===== src/rtl/gscc_pkg.sv =====
// Shared constants, types and the symmetry table of the grid canonical check.
// No dependencies; used by every RTL module of the block.
package gscc_pkg;

	localparam int IDX_W           = 48;
	localparam int RADIX_W         = 6;
	localparam int CELLS           = 9;
	localparam int IMAGES          = 7;
	localparam int STEPS           = 8;
	localparam int CELLS_PER_DIGIT = IDX_W / STEPS;
	localparam int CHAIN_LEN       = CELLS * CELLS_PER_DIGIT;
	localparam int CELL_IDX_W      = $clog2(CELLS);

	localparam logic [RADIX_W-1:0] RADIX_RESET = 6'd26;

	typedef logic [RADIX_W-1:0] digit_t;
	typedef digit_t [CELLS-1:0] digits_t;

	// One item as it travels down the divider chain.
	typedef struct packed {
		logic             vld;
		logic [RADIX_W-1:0] rem;
		logic [IDX_W-1:0]   work;
		digits_t            dig;
	} cell_bus_t;

	// Entry [k][i] is the source cell that image k places in cell i.
	localparam logic [CELL_IDX_W-1:0] SYM_SRC [IMAGES][CELLS] = '{
		'{4'd6, 4'd7, 4'd8, 4'd3, 4'd4, 4'd5, 4'd0, 4'd1, 4'd2},
		'{4'd8, 4'd7, 4'd6, 4'd5, 4'd4, 4'd3, 4'd2, 4'd1, 4'd0},
		'{4'd2, 4'd1, 4'd0, 4'd5, 4'd4, 4'd3, 4'd8, 4'd7, 4'd6},
		'{4'd0, 4'd3, 4'd6, 4'd1, 4'd4, 4'd7, 4'd2, 4'd5, 4'd8},
		'{4'd2, 4'd5, 4'd8, 4'd1, 4'd4, 4'd7, 4'd0, 4'd3, 4'd6},
		'{4'd8, 4'd5, 4'd2, 4'd7, 4'd4, 4'd1, 4'd6, 4'd3, 4'd0},
		'{4'd6, 4'd3, 4'd0, 4'd7, 4'd4, 4'd1, 4'd8, 4'd5, 4'd2}
	};

endpackage


===== src/rtl/gscc_sym_cmp.sv =====
// Final stage: range check and comparison of the seven symmetric images.
// Depends on gscc_pkg for the bus type and the symmetry table.
module gscc_sym_cmp (
	input  logic                clk,
	input  logic                arst_n,
	input  gscc_pkg::cell_bus_t bus_in,
	output logic                done,
	output logic                is_canonical,
	output logic                out_of_range
);

	gscc_pkg::digits_t               img [gscc_pkg::IMAGES];
	logic [gscc_pkg::IMAGES-1:0]     less;
	logic                            oor;
	logic                            done_q;
	logic                            is_canonical_q;
	logic                            out_of_range_q;

	// With all digits below the radix, comparing encodings is comparing
	// digit strings from cell eight down, which a plain vector compare does.
	for (genvar k = 0; k < gscc_pkg::IMAGES; k++) begin : g_img
		for (genvar i = 0; i < gscc_pkg::CELLS; i++) begin : g_cell
			assign img[k][i] = bus_in.dig[gscc_pkg::SYM_SRC[k][i]];
		end
		assign less[k] = (img[k] < bus_in.dig);
	end

	assign oor = |bus_in.work;

	always_ff @(posedge clk or negedge arst_n) begin
		if (!arst_n) begin
			done_q <= 1'b0;
		end else begin
			done_q <= bus_in.vld;
		end
	end

	always_ff @(posedge clk) begin
		out_of_range_q <= oor;
		is_canonical_q <= !oor && !(|less);
	end

	assign done         = done_q;
	assign is_canonical = is_canonical_q;
	assign out_of_range = out_of_range_q;

endmodule


===== config.mk =====
export PLATFORM = sky130hd
export DESIGN_NAME = gscc_sym_cmp
export DESIGN_NICKNAME = d
export VERILOG_FILES = /design/src/rtl/gscc_pkg.sv /design/src/rtl/gscc_sym_cmp.sv
export SDC_FILE = /design/constraint.sdc
export NUM_CORES = 1
export LEC_CHECK = 0
export BUFFER_PORTS_ARGS = -buffer_cell sky130_fd_sc_hd__buf_2
export CAP_MARGIN = 0
export CELL_PAD_IN_SITES_DETAIL_PLACEMENT = 1
export CELL_PAD_IN_SITES_GLOBAL_PLACEMENT = 1
export CORE_MARGIN = 8
export CORE_UTILIZATION = 42
export CTS_BUF_LIST = sky130_fd_sc_hd__clkbuf_8
export DETAILED_ROUTE_END_ITERATION = 7
export GPL_TIMING_DRIVEN = 0
export PLACE_DENSITY_LB_ADDON = 0.1
export SLEW_MARGIN = 20
export SYNTH_ARGS = -nofsm -noshare
export SYNTH_HDL_FRONTEND = slang
export SYNTH_SLANG_ARGS = --single-unit

===== constraint.sdc =====
create_clock -name clk -period 1 [get_ports clk]
set_input_delay 0.05 -clock clk [delete_from_list [all_inputs] [get_ports clk]]
set_output_delay 0.05 -clock clk [all_outputs]
set_load 0.05 [all_outputs]

==> summary.txt <==
clock slew at reported path FFs -> 30 ps
clock sinks -> 3
Tmin final -> 1811 ps
total global routing overflow -> 0
maximum number of pins on one net before global-route repair -> 8
final WL -> 13970 um
Synth Cell Area -> 0.003547 mm^2
TritonCTS clock tree -> done
CP Buf/Inv Count -> 2
Via density -> 5.793
CTS Buf Count -> 3
CTS H-tree depth -> 1
status -> finished with violations
Die ar. -> 0.01164 mm^2
Distinct cells, synth -> 48
diode count -> 0
area growth from synthesis to layout -> 35.59%
commonest non-fill, non-tap cell in the layout -> ha_1
Crit. End Element -> flip-flop
Slew Limit Headroom -> 68.18%
Clk Tree Root Cell -> clkbuf_8
Main synth FF type -> dfxtp_1
average size of a mapped cell -> 7.918 um^2
first-pass GRT wire length -> 21520 um
period utilization -> 181.1%
slowest stage cell, crit path -> ha_1
Mapped Nets -> 703
FMAX -> 552.1 MHz
Worst EP required -> 1100 ps
EDFF count, synth -> 0
Worst path top cell family by delay -> compound AO/OA/AOI/OAI gates
via count -> 3887
fill cell count -> 1043
final worst slack -> -811.4 ps
worst hold path type -> input pin to asynchronous set/reset pin
sequential area share after synthesis -> 1.834%
Pre-Repair DR Iteration Count -> 4
WL/cell -> 20.82 um
Max Slew Vio Count -> 0
Routed Antenna Nets -> 0
most frequent cells in the layout -> ha_1 (124), buf_2 (96), a21oi_1 (46), inv_1 (45), nand2_1 (28)
dpl ws -> -1293 ps
setup TNS -> -811.4 ps
Worst Path Arrival -> 1910 ps
final net count -> 822
RSZ-0062 raised after global routing -> true
share of cells above drive strength 1 -> 32.86%
final hold viol count -> 0
initial DRC count -> 121
antenna violations before repair -> 0
Max-cap violations -> 0
number of buffers on the longest clock path -> 2
Initial Util -> 43.17%
CP peak stage delay -> 350 ps
GPL Wtd Cong -> 0.9164
IO Count -> 114
VDD IR max -> 0.2239 mV
core region area -> 0.008217 mm^2
IO Port Bufs -> 101
static leakage -> 0.002408 uW
placed cell area -> 0.004339 mm^2
WS Path Type -> input pin to flip-flop
crit-path max FO -> 4
Die Wd -> 107.9 um
Die Y -> 107.9 um
violated checks -> setup timing
yosys warns -> 0
Slew @ Worst Pin -> 472.3 ps
GRT Resource Usage Total -> 23.03%
Final Cell Area -> 0.004810 mm^2
Final setup violation count -> 1
P per Cell Area -> 543.9 mW/mm^2
Power, Total -> 2616 uW
vias in the first global route -> 4218
Syn Inst Count -> 448
Post-synth ARST share -> 33.33%
cells along the critical path -> buf_2 -> inv_1 -> ha_1 -> and4_4 -> nor2b_1 -> o31ai_1 -> a21oi_1 -> o31a_1 -> nand4_1 -> nor4_2
FP Rows -> 33
Worst setup SP type -> input pin
register bit total from synthesis -> 3
drc violations -> 0
HPWL Detailed -> 12110 um
-- flip-flops by register name, indices dropped and copies added (netlist names) --
name	cells
out_of_range	1
is_canonical	1
done	1
-- where the power goes --
part	leakage, uW	switching (uW)	total, uW	internal (uW)
clock network	0.0000269	89.5	352	262
logic	0.00235	1240	2140	902
registers	0.0000278	0.352	123	123
-- repair_timing --
action                     4_1_cts  5_1_grt
hold endpoints to repair         2        0
gates resized for setup         38       29
pin swaps                       12       14
hold buffers                     2        0
setup buffers                    7        4
cloned                           0        0
setup endpoints to repair        1        2
-- cell families (layout without fill, tap and decap cells) --
logic type	Yosys count	in the layout	synth area share [%]
AOI/OAI and AO/OA	142	142	25.29
adders and majority gates	144	144	50.79
buffers and inverters	53	171	5.608
DFF	3	3	1.834
and+or+nand+nor	106	106	16.47
-- metrics by stage --
step | hold slack [ps] | cells | util (%)
after detailed placement | -159.7 | 654 | 52.81
final | 151.1 | 671 | 58.54
after global routing | 167.3 | 671 | 58.54
after floorplan | -245.6 | 448 | -
after global placement | -166.7 | 654 | 52.81
after CTS | 156.4 | 667 | 56.24
-- layer usage --
| metal | share of wire (%) | track usage [%] |
|---|---|---|
| met1 | 43 | 27.83 |
| met2 | 48 | 41.54 |
| met3 | 6.9 | 3.533 |
| met4 | 2.0 | 5.253 |
| met5 | 0 | 0 |
-- layout make-up --
cell class	instances	area (um^2)	area share [%]
Clock buffer	3	41.29	0.8585
Clock inverter	1	3.754	0.07804
Inverter	53	210.2	4.370
Multi-Input combinational cell	392	3734	77.63
Sequential cell	3	65.06	1.353
Tap cell	105	131.4	2.732
Timing Repair Buffer	114	624.3	12.98
-- cells in the mapped netlist (2+ instances only) --
library cell | instances | area [um^2]
a2111oi_0 | 2 | 17.52
a211oi_1 | 14 | 105.1
a21o_1 | 9 | 67.56
a21oi_1 | 51 | 255.2
a221o_1 | 2 | 20.02
a221oi_1 | 2 | 17.52
a311oi_1 | 2 | 17.52
and3_1 | 3 | 18.77
and4_1 | 5 | 43.79
dfxtp_1 | 2 | 40.04
ha_1 | 144 | 1802
inv_1 | 53 | 198.9
nand2_1 | 28 | 105.1
nand3_1 | 8 | 40.04
nand4_1 | 14 | 87.58
nor2_1 | 14 | 52.55
nor2b_1 | 3 | 18.77
nor3_1 | 4 | 20.02
nor4_1 | 14 | 87.58
o211ai_1 | 5 | 37.54
o21a_1 | 7 | 52.55
o21ai_0 | 26 | 130.1
o21ai_1 | 4 | 20.02
o221ai_1 | 2 | 17.52
o31a_1 | 2 | 17.52
o31ai_1 | 3 | 22.52
or2_1 | 2 | 12.51
or3_1 | 3 | 18.77
-- path summary, 6_finish.rpt --
check | start | to | cells past startpoint | slack, ps
min in group clk | bus_in[95] | out_of_range | 5 | 160
max | bus_in[5] | is_canonical | 10 | -810
min | arst_n | done | 2 | 150
max in group asynchronous | arst_n | done | 2 | 760
Power figures use the tool's default switching activity.
