### config.mk
export PLATFORM = sky130hd
export DESIGN_NAME = gscc_div_cell
export DESIGN_NICKNAME = d
export VERILOG_FILES = /design/src/rtl/gscc_pkg.sv /design/src/rtl/gscc_div_cell.sv
export SDC_FILE = /design/constraint.sdc
export NUM_CORES = 1
export LEC_CHECK = 0
export BUFFER_PORTS_ARGS = -buffer_cell sky130_fd_sc_hd__clkbuf_2
export CORE_MARGIN = 4
export CORE_UTILIZATION = 51
export CTS_CLUSTER_DIAMETER = 60
export CTS_CLUSTER_SIZE = 16
export DETAILED_ROUTE_END_ITERATION = 7
export GPL_TIMING_DRIVEN = 0
export MAX_ROUTING_LAYER = met4
export PLACE_DENSITY = 0.86
export SKIP_CTS_REPAIR_TIMING = 1
export SLEW_MARGIN = 20
export SYNTH_ARGS = -nofsm -noshare
export SYNTH_HDL_FRONTEND = slang
export SYNTH_SLANG_ARGS = --single-unit
### constraint.sdc
create_clock -name clk -period 1 [get_ports clk]
set_clock_uncertainty 0.2 [all_clocks]
set_input_delay 0.1 -clock clk [delete_from_list [all_inputs] [get_ports clk]]
set_output_delay 0.1 -clock clk [all_outputs]
set_load 0.03 [all_outputs]
### src/rtl/gscc_pkg.sv
// Shared constants, types and the symmetry table of the grid canonical check.
// No dependencies; used by every RTL module of the block.
package gscc_pkg;

	localparam int IDX_W           = 48;
	localparam int RADIX_W         = 6;
	localparam int CELLS           = 9;
	localparam int IMAGES          = 7;
	localparam int STEPS           = 8;
	localparam int CELLS_PER_DIGIT = IDX_W / STEPS;
	localparam int CHAIN_LEN       = CELLS * CELLS_PER_DIGIT;
	localparam int CELL_IDX_W      = $clog2(CELLS);

	localparam logic [RADIX_W-1:0] RADIX_RESET = 6'd26;

	typedef logic [RADIX_W-1:0] digit_t;
	typedef digit_t [CELLS-1:0] digits_t;

	// One item as it travels down the divider chain.
	typedef struct packed {
		logic             vld;
		logic [RADIX_W-1:0] rem;
		logic [IDX_W-1:0]   work;
		digits_t            dig;
	} cell_bus_t;

	// Entry [k][i] is the source cell that image k places in cell i.
	localparam logic [CELL_IDX_W-1:0] SYM_SRC [IMAGES][CELLS] = '{
		'{4'd6, 4'd7, 4'd8, 4'd3, 4'd4, 4'd5, 4'd0, 4'd1, 4'd2},
		'{4'd8, 4'd7, 4'd6, 4'd5, 4'd4, 4'd3, 4'd2, 4'd1, 4'd0},
		'{4'd2, 4'd1, 4'd0, 4'd5, 4'd4, 4'd3, 4'd8, 4'd7, 4'd6},
		'{4'd0, 4'd3, 4'd6, 4'd1, 4'd4, 4'd7, 4'd2, 4'd5, 4'd8},
		'{4'd2, 4'd5, 4'd8, 4'd1, 4'd4, 4'd7, 4'd0, 4'd3, 4'd6},
		'{4'd8, 4'd5, 4'd2, 4'd7, 4'd4, 4'd1, 4'd6, 4'd3, 4'd0},
		'{4'd6, 4'd3, 4'd0, 4'd7, 4'd4, 4'd1, 4'd8, 4'd5, 4'd2}
	};

endpackage

### src/rtl/gscc_div_cell.sv
// One cell of the divider chain: eight restoring long-division steps by the radix.
// Depends on gscc_pkg for the bus type and widths.
module gscc_div_cell #(
	parameter int DIGIT = 0,
	parameter bit LAST  = 1'b0
) (
	input  logic                            clk,
	input  logic                            arst_n,
	input  logic [gscc_pkg::RADIX_W-1:0]    radix,
	input  gscc_pkg::cell_bus_t             bus_in,
	output gscc_pkg::cell_bus_t             bus_out
);

	gscc_pkg::cell_bus_t       nxt;
	gscc_pkg::cell_bus_t       bus_s1;
	logic                      vld_s1;
	logic [gscc_pkg::RADIX_W:0] trial;
	logic [gscc_pkg::RADIX_W:0] diff;

	// The work word shifts dividend bits out of the top and quotient bits in at the bottom.
	// After six cells the work word holds the quotient and the digit has moved from rem into dig.
	always_comb begin
		nxt   = bus_in;
		trial = '0;
		diff  = '0;
		for (int s = 0; s < gscc_pkg::STEPS; s++) begin
			trial    = {nxt.rem, nxt.work[gscc_pkg::IDX_W-1]};
			diff     = trial - {1'b0, radix};
			nxt.work = {nxt.work[gscc_pkg::IDX_W-2:0], 1'b0};
			if (trial >= {1'b0, radix}) begin
				nxt.rem     = diff[gscc_pkg::RADIX_W-1:0];
				nxt.work[0] = 1'b1;
			end else begin
				nxt.rem = trial[gscc_pkg::RADIX_W-1:0];
			end
		end
		if (LAST) begin
			nxt.dig[DIGIT] = nxt.rem;
			nxt.rem        = '0;
		end
	end

	always_ff @(posedge clk or negedge arst_n) begin
		if (!arst_n) begin
			vld_s1 <= 1'b0;
		end else begin
			vld_s1 <= bus_in.vld;
		end
	end

	always_ff @(posedge clk) begin
		bus_s1 <= nxt;
	end

	always_comb begin
		bus_out     = bus_s1;
		bus_out.vld = vld_s1;
	end

endmodule

==> flow_summary_export.csv, run 1 <==
group,metric,value,unit
cts,clock-sinks,109,
floorplanning,dieHeight,106,um
floorplanning,rows,35,
floorplanning,die_w,106,um
yosys,synth-edff-count,0,
yosys,yosys.cell_types.count,63,
cts,cts_buffers,9,
grt,grt_max_degree,24,
placed_design,dp.cells,818,
floorplanning,start_util,0.529,
yosys,netlist_instances,464,
yosys,synth_warnings,0,
yosys,synth_common_cells,"dfxtp_1 (108), ha_1 (48), inv_1 (46)",
cts,cts_buffer_depth,2,
status,error,"[ERROR GRT-0232] Routing congestion too high. Check the congestion heatmap in the GUI.",
yosys,ys.flop_type,"dfxtp_1",
floorplanning,boundaryPins,226,
placed_design,port-buffer-count,225,
yosys,ys_ff_latch,109,
cts,htreeDepth,3,
yosys,ys_seq_area_frac,0.443,
yosys,synth_fp_nets,637,
yosys,synth_top_area_cell,"dfxtp_1",
yosys,ys_async_sr_fraction,0.00917,
yosys,syn_area,4930,um^2
status,lastStage,"5_1_grt",
placed_design,pre_cts_slack,-16.07,ns
grt,grt-ovfl-total,481,
placed_design,dpl.hpwl,12300,um
yosys,ys_top_cells_by_area,"dfxtp_1 (44%), ha_1 (12%), inv_1 (3.5%), fa_1 (3.2%), xnor2_1 (2.7%)",
yosys,post_synth.cell_area_avg,10.6,um^2
timing,crit_endpoint,"bus_out[104]$_DFF_P_/D",
cts,root_buffer,"clkbuf_8",
yosys,synth_top_area_frac,0.438,
placed_design,gp_congestion,0.947,
timing,worstEpCategory,"register data pin",
status,status,"aborted with a tool error",
yosys,yosysMostFrequentCell,"dfxtp_1",
grt,track_usage,0.919,
-- logic make-up after synthesis --
logic type / synth area share
adders and majority gates: 0.154
buffers and inverters: 0.0459
xor gates and xnor gates: 0.0391
AOI/OAI and AO/OA: 0.159
muxes: 0.0596
DFF: 0.443
and+or+nand+nor: 0.0992
-- through the flow --
| step | hold WS, ns | cell area [um^2] | TNS (ns) |
|---|---|---|---|
| 4_1_cts | -0.742 | 6620 | -181.77 |
| 3_5_place_dp | -0.325 | 6400 | -162.74 |
| 3_3_place_gp | -0.325 | 6400 | -159.07 |
| 2_1_floorplan | -0.396 | 5120 | -134.69 |
-- per-layer routing --
| layer | overflow | track usage |
|---|---|---|
| met2 | 350 | 1.12 |
| met1 | 5 | 0.846 |
| met4 | 124 | 1.02 |
| met3 | 2 | 0.706 |
| met5 | - | - |
==> run 2: changes to the inputs <==
--- a/config.mk
+++ b/config.mk
@@ -7,13 +7,10 @@
 export LEC_CHECK = 0
 export BUFFER_PORTS_ARGS = -buffer_cell sky130_fd_sc_hd__clkbuf_2
 export CORE_MARGIN = 4
-export CORE_UTILIZATION = 51
-export CTS_CLUSTER_DIAMETER = 60
-export CTS_CLUSTER_SIZE = 16
+export CORE_UTILIZATION = 40
 export DETAILED_ROUTE_END_ITERATION = 7
 export GPL_TIMING_DRIVEN = 0
-export MAX_ROUTING_LAYER = met4
-export PLACE_DENSITY = 0.86
+export PLACE_DENSITY_LB_ADDON = 0.15
 export SKIP_CTS_REPAIR_TIMING = 1
 export SLEW_MARGIN = 20
 export SYNTH_ARGS = -nofsm -noshare
==> run 2 against run 1 <==
The flow now finishes, with violations (negative setup slack); synthesized area unchanged; synthesized cell count did not move.
==> flow_summary_export.csv, run 2 <==
group,metric,value,unit
routing,ant_nets,0,
yosys,synth_warnings,0,
timing,timing.final.ws_setup,-14.23,ns
cts,cts_buffer_depth,2,
layout,mostFrequentLayoutCells,"buf_6 (116), clkbuf_2 (113), dfxtp_2 (107)",
grt,use_met3,0.0432,
routing,drc,0,
yosys,ys_async_sr_fraction,0.00917,
layout,finalNonFillerCells,1030,
setup_path,worstPathMaxFanout,7,
floorplanning,design.die.area,14200,um^2
layout,diodes,0,
setup_path,cp_num_cells,79,
routing,initialDrtViolationCount,323,
yosys,synth-edff-count,0,
timing,hold_viol,0,
layout,drive_gt1_frac,0.594,
grt,antenna_found_initial,0,
floorplanning,boundaryPins,226,
timing,setup_viol,123,
min_path,min_path_type,"in -> reg",
floorplanning,dieHeight,119,um
job,cap_violations,0,
cts,cts_tree,"built",
floorplanning,core,12100,um^2
min_path,min_delay_worst_endpoint,"bus_out[102]$_DFF_P_",
timing,max_freq,0.0657,GHz
cts,clkTransAtPathRegs,0.08,ns
grt,grt_pass1_vias,4222,
yosys,ys_top_cells_by_area,"dfxtp_1 (44%), ha_1 (12%), inv_1 (3.5%), fa_1 (3.2%), xnor2_1 (2.7%)",
yosys,synth_common_cells,"dfxtp_1 (108), ha_1 (48), inv_1 (46)",
floorplanning,rows,40,
floorplanning,start_util,0.409,
cts,htreeDepth,3,
yosys,synth_top_area_cell,"dfxtp_1",
grt,met1_usage,0.215,
setup_path,worst-path-buf-inv,17,
yosys,post_synth.cell_area_avg,10.6,um^2
timing,finalCritPeriodShare,15.2,
min_path,hold-path-cell-count,3,
layout,fin_nets,1030,
placed_design,gp_congestion,0.889,
yosys,netlist_instances,464,
timing,max-slew-margin-rel,0.684,
placed_design,dp.cells,857,
cts,cts_buffers,9,
timing,worstMarginPinSlew,0.473,ns
placed_design,dpl.hpwl,11700,um
layout,final_util,0.782,
min_path,hold_path_startpoint,"radix[0]",
floorplanning,die_w,119,um
yosys,ys_ff_latch,109,
status,violations,"negative setup slack",
timing,timing.hold.ws,0.0749,ns
yosys,ys_seq_area_frac,0.443,
yosys,synth_top_area_frac,0.438,
setup_path,worstSetupPathType,"in -> reg",
cts,clock-sinks,109,
status,status,"finished with violations",
setup_path,worstSetupStartpointType,"input pin",
layout,largest_register_ffs,108,
routing,dr.pass1.iters,5,
setup_path,cp_data_required_time,1.04,ns
setup_path,cp_top_family,"compound AO/OA/AOI/OAI gates",
grt,grt_pass1_wl,21600,um
layout,fillers,632,
layout,final_common_cell,"buf_6",
grt,grt_max_degree,23,
grt,track_usage,0.192,
cts,root_buffer,"clkbuf_16",
setup_path,critPathMostFrequentCell,"o21ai_2",
yosys,yosys.cell_types.count,63,
timing,min_period,15.23,ns
setup_path,worst-endpoint-arrival,15.27,ns
routing,routed_wl,22300,um
timing,rsz0062_at_grt,"true",
routing,viasPerCell,5.17,
yosys,syn_area,4930,um^2
grt,met2_usage,0.362,
setup_path,crit_path_end_kind,"flop",
routing,wl_per_cell,21.7,um
setup_path,slowest_delay,0.44,ns
timing,slew_viol_final,0,
placed_design,port-buffer-count,225,
yosys,yosysMostFrequentCell,"dfxtp_1",
setup_path,crit_slowest_cell,"a311o_2",
grt,grt-ovfl-total,0,
routing,dr_total_vias,5324,
yosys,ys.flop_type,"dfxtp_1",
yosys,synth_fp_nets,637,
grt,gr-max-usage-layer,"met2",
layout,syn_to_final_growth,91.3,%
[run 2: worst max path at each step]
stage | start | to | slack [ns]
floorplan | radix[4] | bus_out[103]$_DFF_P_ | -13.57
global placement | radix[1] | bus_out[107]$_DFF_P_ | -16.04
detailed placement | radix[1] | bus_out[107]$_DFF_P_ | -16.23
CTS | radix[1] | bus_out[107]$_DFF_P_ | -15.89
global route | radix[4] | bus_out[107]$_DFF_P_ | -14.77
finish | radix[3] | bus_out[107]$_DFF_P_ | -14.23
[run 2: layer usage]
layer,routed length [um],up-vias
met5,0,-
met3,1420,76
met4,991,0
li1,-,2428
met1,8140,2561
met2,11800,259
[run 2: final cells by class]
type | count | area [um^2] | share of cell area
timing repair buffer | 383 | 3270 | 0.346
tap | 168 | 210 | 0.0223
inverter | 51 | 233 | 0.0247
clock inverter | 7 | 86.3 | 0.00915
sequential | 109 | 2320 | 0.246
buffer | 3 | 41.3 | 0.00438
clock buffer | 9 | 225 | 0.0239
multi-input combinational | 300 | 3050 | 0.323
[run 2: metrics by stage]
step,TNS (ns),setup WS (ns),instance area (um^2)
after detailed placement,-164.62,-16.23,6450
after global routing,-160.15,-14.77,9440
after global placement,-162.41,-16.04,6450
after floorplan,-134.69,-13.57,5120
final,-152.85,-14.23,9440
after CTS,-179.63,-15.89,6770
[run 2: cells by family (layout without fill, tap and decap cells)]
logic type,Yosys count,in the layout,share of synthesized area
adder cells (fa/ha/maj),56,56,0.154
XOR/XNOR,22,22,0.0391
AO/OA/AOI/OAI,103,103,0.159
AND/OR/NAND/NOR,94,94,0.0992
multiplexers,25,25,0.0596
buffers and inverters,55,453,0.0459
flip-flops,109,109,0.443
Power of run 2 is left out: the tool's default activity adds up to more than one toggle a clock period on the data nets, which glitch-free logic cannot reach.
==> run 3: changes to the inputs <==
--- a/config.mk
+++ b/config.mk
@@ -11,7 +11,6 @@
 export DETAILED_ROUTE_END_ITERATION = 7
 export GPL_TIMING_DRIVEN = 0
 export PLACE_DENSITY_LB_ADDON = 0.15
-export SKIP_CTS_REPAIR_TIMING = 1
 export SLEW_MARGIN = 20
 export SYNTH_ARGS = -nofsm -noshare
 export SYNTH_HDL_FRONTEND = slang
==> run 3 against run 2 <==
The flow finishes with violations (design-rule violations, negative setup slack); worst hold slack improved by 0.099 ns; count of clock-buffer cells in the layout unchanged; core utilization increased by 8.5 points; via count increased by 25%; sequential cell count unchanged; sequential share of layout area decreased by 2.4 points; die area unchanged; non-clock buffer count increased by 51; setup slack got worse by 1.9 ns; wire length increased by 51%; first-iteration DRC count increased to 3.2 times the previous value; cell count increased by 5.0%; largest cell class unchanged.
==> flow_summary_export.csv, run 3 (same netlist as run 2, synthesis figures left out) <==
group,metric,value,unit
status,status,"finished with violations",
status,violations,"design-rule violations, negative setup slack",
timing,worstMarginPinSlew,1.24,ns
timing,setup_viol,123,
layout,syn_to_final_growth,112,%
layout,largest_register_ffs,108,
layout,mostFrequentLayoutCells,"clkbuf_2 (113), buf_8 (111), dfxtp_2 (107)",
timing,slew_viol_final,0,
floorplanning,boundaryPins,226,
setup_path,crit_slowest_cell,"nor3_1",
floorplanning,design.die.area,14200,um^2
grt,antenna_found_initial,1,
min_path,min_path_type,"in -> reg",
grt,grt_max_degree,23,
setup_path,worst-endpoint-arrival,17.18,ns
cts,htreeDepth,3,
timing,hold_viol,0,
cts,cts_tree,"built",
placed_design,gp_congestion,0.889,
grt,grt_pass1_vias,6194,
floorplanning,core,12100,um^2
setup_path,cp_data_required_time,1.04,ns
grt,use_met3,0.0897,
cts,cts_buffer_depth,2,
routing,initialDrtViolationCount,1028,
timing,finalCritPeriodShare,17.1,
placed_design,port-buffer-count,225,
timing,max_freq,0.0583,GHz
routing,dr.pass1.iters,8,
floorplanning,start_util,0.409,
cts,root_buffer,"clkbuf_16",
routing,routed_wl,33700,um
timing,max-slew-margin-rel,0.169,
layout,final_common_cell,"clkbuf_2",
grt,met2_usage,0.633,
setup_path,critPathMostFrequentCell,"buf_4",
placed_design,dpl.hpwl,11700,um
placed_design,pre_cts_slack,-16.23,ns
setup_path,cp-endpoint,"bus_out[105]$_DFF_P_",
setup_path,worstSetupPathType,"in -> reg",
timing,rsz0062_at_grt,"true",
grt,met1_usage,0.363,
floorplanning,die_w,119,um
routing,wl_per_cell,31.2,um
setup_path,slowest_delay,0.97,ns
timing,timing.final.ws_setup,-16.14,ns
floorplanning,rows,40,
setup_path,crit_path_end_kind,"flop",
routing,viasPerCell,6.17,
cts,clock-sinks,109,
setup_path,worstSetupStartpointType,"input pin",
layout,drive_gt1_frac,0.635,
job,cap_violations,0,
layout,fin_nets,1081,
routing,drc,121,
grt,track_usage,0.346,
cts,clkTransAtPathRegs,0.09,ns
timing,min_period,17.14,ns
grt,grt_pass1_wl,37600,um
grt,gr-max-usage-layer,"met2",
routing,ant_nets,0,
setup_path,worstPathMaxFanout,6,
floorplanning,dieHeight,119,um
routing,dr_total_vias,6679,
grt,grt-ovfl-total,0,
layout,final_util,0.867,
setup_path,setup.worst_path.start,"radix[2]",
cts,cts_buffers,9,
## run 3: changes by cell type in the layout (fill, tap and decap cells not counted), sizes merged
| cell | previous run | this run |
|---|---|---|
| clkbuf | 123 | 124 |
| diode | 0 | 1 |
| buf | 174 | 224 |
## run 3: repair_timing
action,4_1_cts,5_1_grt
endpoints found under the hold margin,97,0
endpoints found under the setup margin,123,123
hold buffers,98,0
buffers inserted,86,29
pin swaps,52,47
gates cloned,0,0
resized for setup,381,158
## run 3: layer usage
layer | wire, um | vias to the layer above
met4 | 3860 | 0
met3 | 4550 | 344
met5 | 0 | -
li1 | - | 2530
met2 | 14900 | 764
met1 | 10500 | 3041
## run 3: worst min path at each step
stage,from,to,slack (ns),cells after the start
2_1_floorplan,arst_n,vld_s1$_DFF_PN0_,-0.40,0
3_3_place_gp,arst_n,vld_s1$_DFF_PN0_,-0.32,1
3_5_place_dp,arst_n,vld_s1$_DFF_PN0_,-0.32,1
4_1_cts,bus_in[107],bus_out[61]$_DFF_P_,0.04,5
5_1_grt,radix[0],bus_out[102]$_DFF_P_,0.16,3
6_report,bus_in[39],bus_out[39]$_DFF_P_,0.17,2
## run 3: stage by stage
| stage | TNS, ns | cell area [um^2] | std cells | hold WS (ns) |
|---|---|---|---|---|
| after floorplan | -134.69 | 5120 | 464 | -0.396 |
| after global placement | -162.41 | 6450 | 857 | -0.325 |
| after detailed placement | -164.62 | 6450 | 857 | -0.321 |
| after CTS | -145.57 | 9870 | 1054 | 0.0430 |
| after global routing | -174.69 | 10500 | 1081 | 0.158 |
| final | -171.61 | 10500 | 1082 | 0.174 |
## run 3: cell type report
class / count / area (um^2)
Antenna cell: 1 / 2.50
Buffer: 2 / 26.3
Clock buffer: 9 / 225
Clock inverter: 7 / 86.3
Fill cell: 426 / 1600
Inverter: 51 / 228
Multi-Input combinational cell: 300 / 3230
Sequential cell: 109 / 2320
Tap cell: 168 / 210
Timing Repair Buffer: 435 / 4130
## run 3: worst max-delay path: cells and delay by family
kind / cells / cell delay [ns]
AOI/OAI and AO/OA: 36 / 7.78
buffers and inverters: 22 / 2.79
and+or+nand+nor: 9 / 2.47
adders and majority gates: 8 / 2.28
muxes: 5 / 1.40
xor gates and xnor gates: 1 / 0.26
Power of run 3 is left out for the same reason.
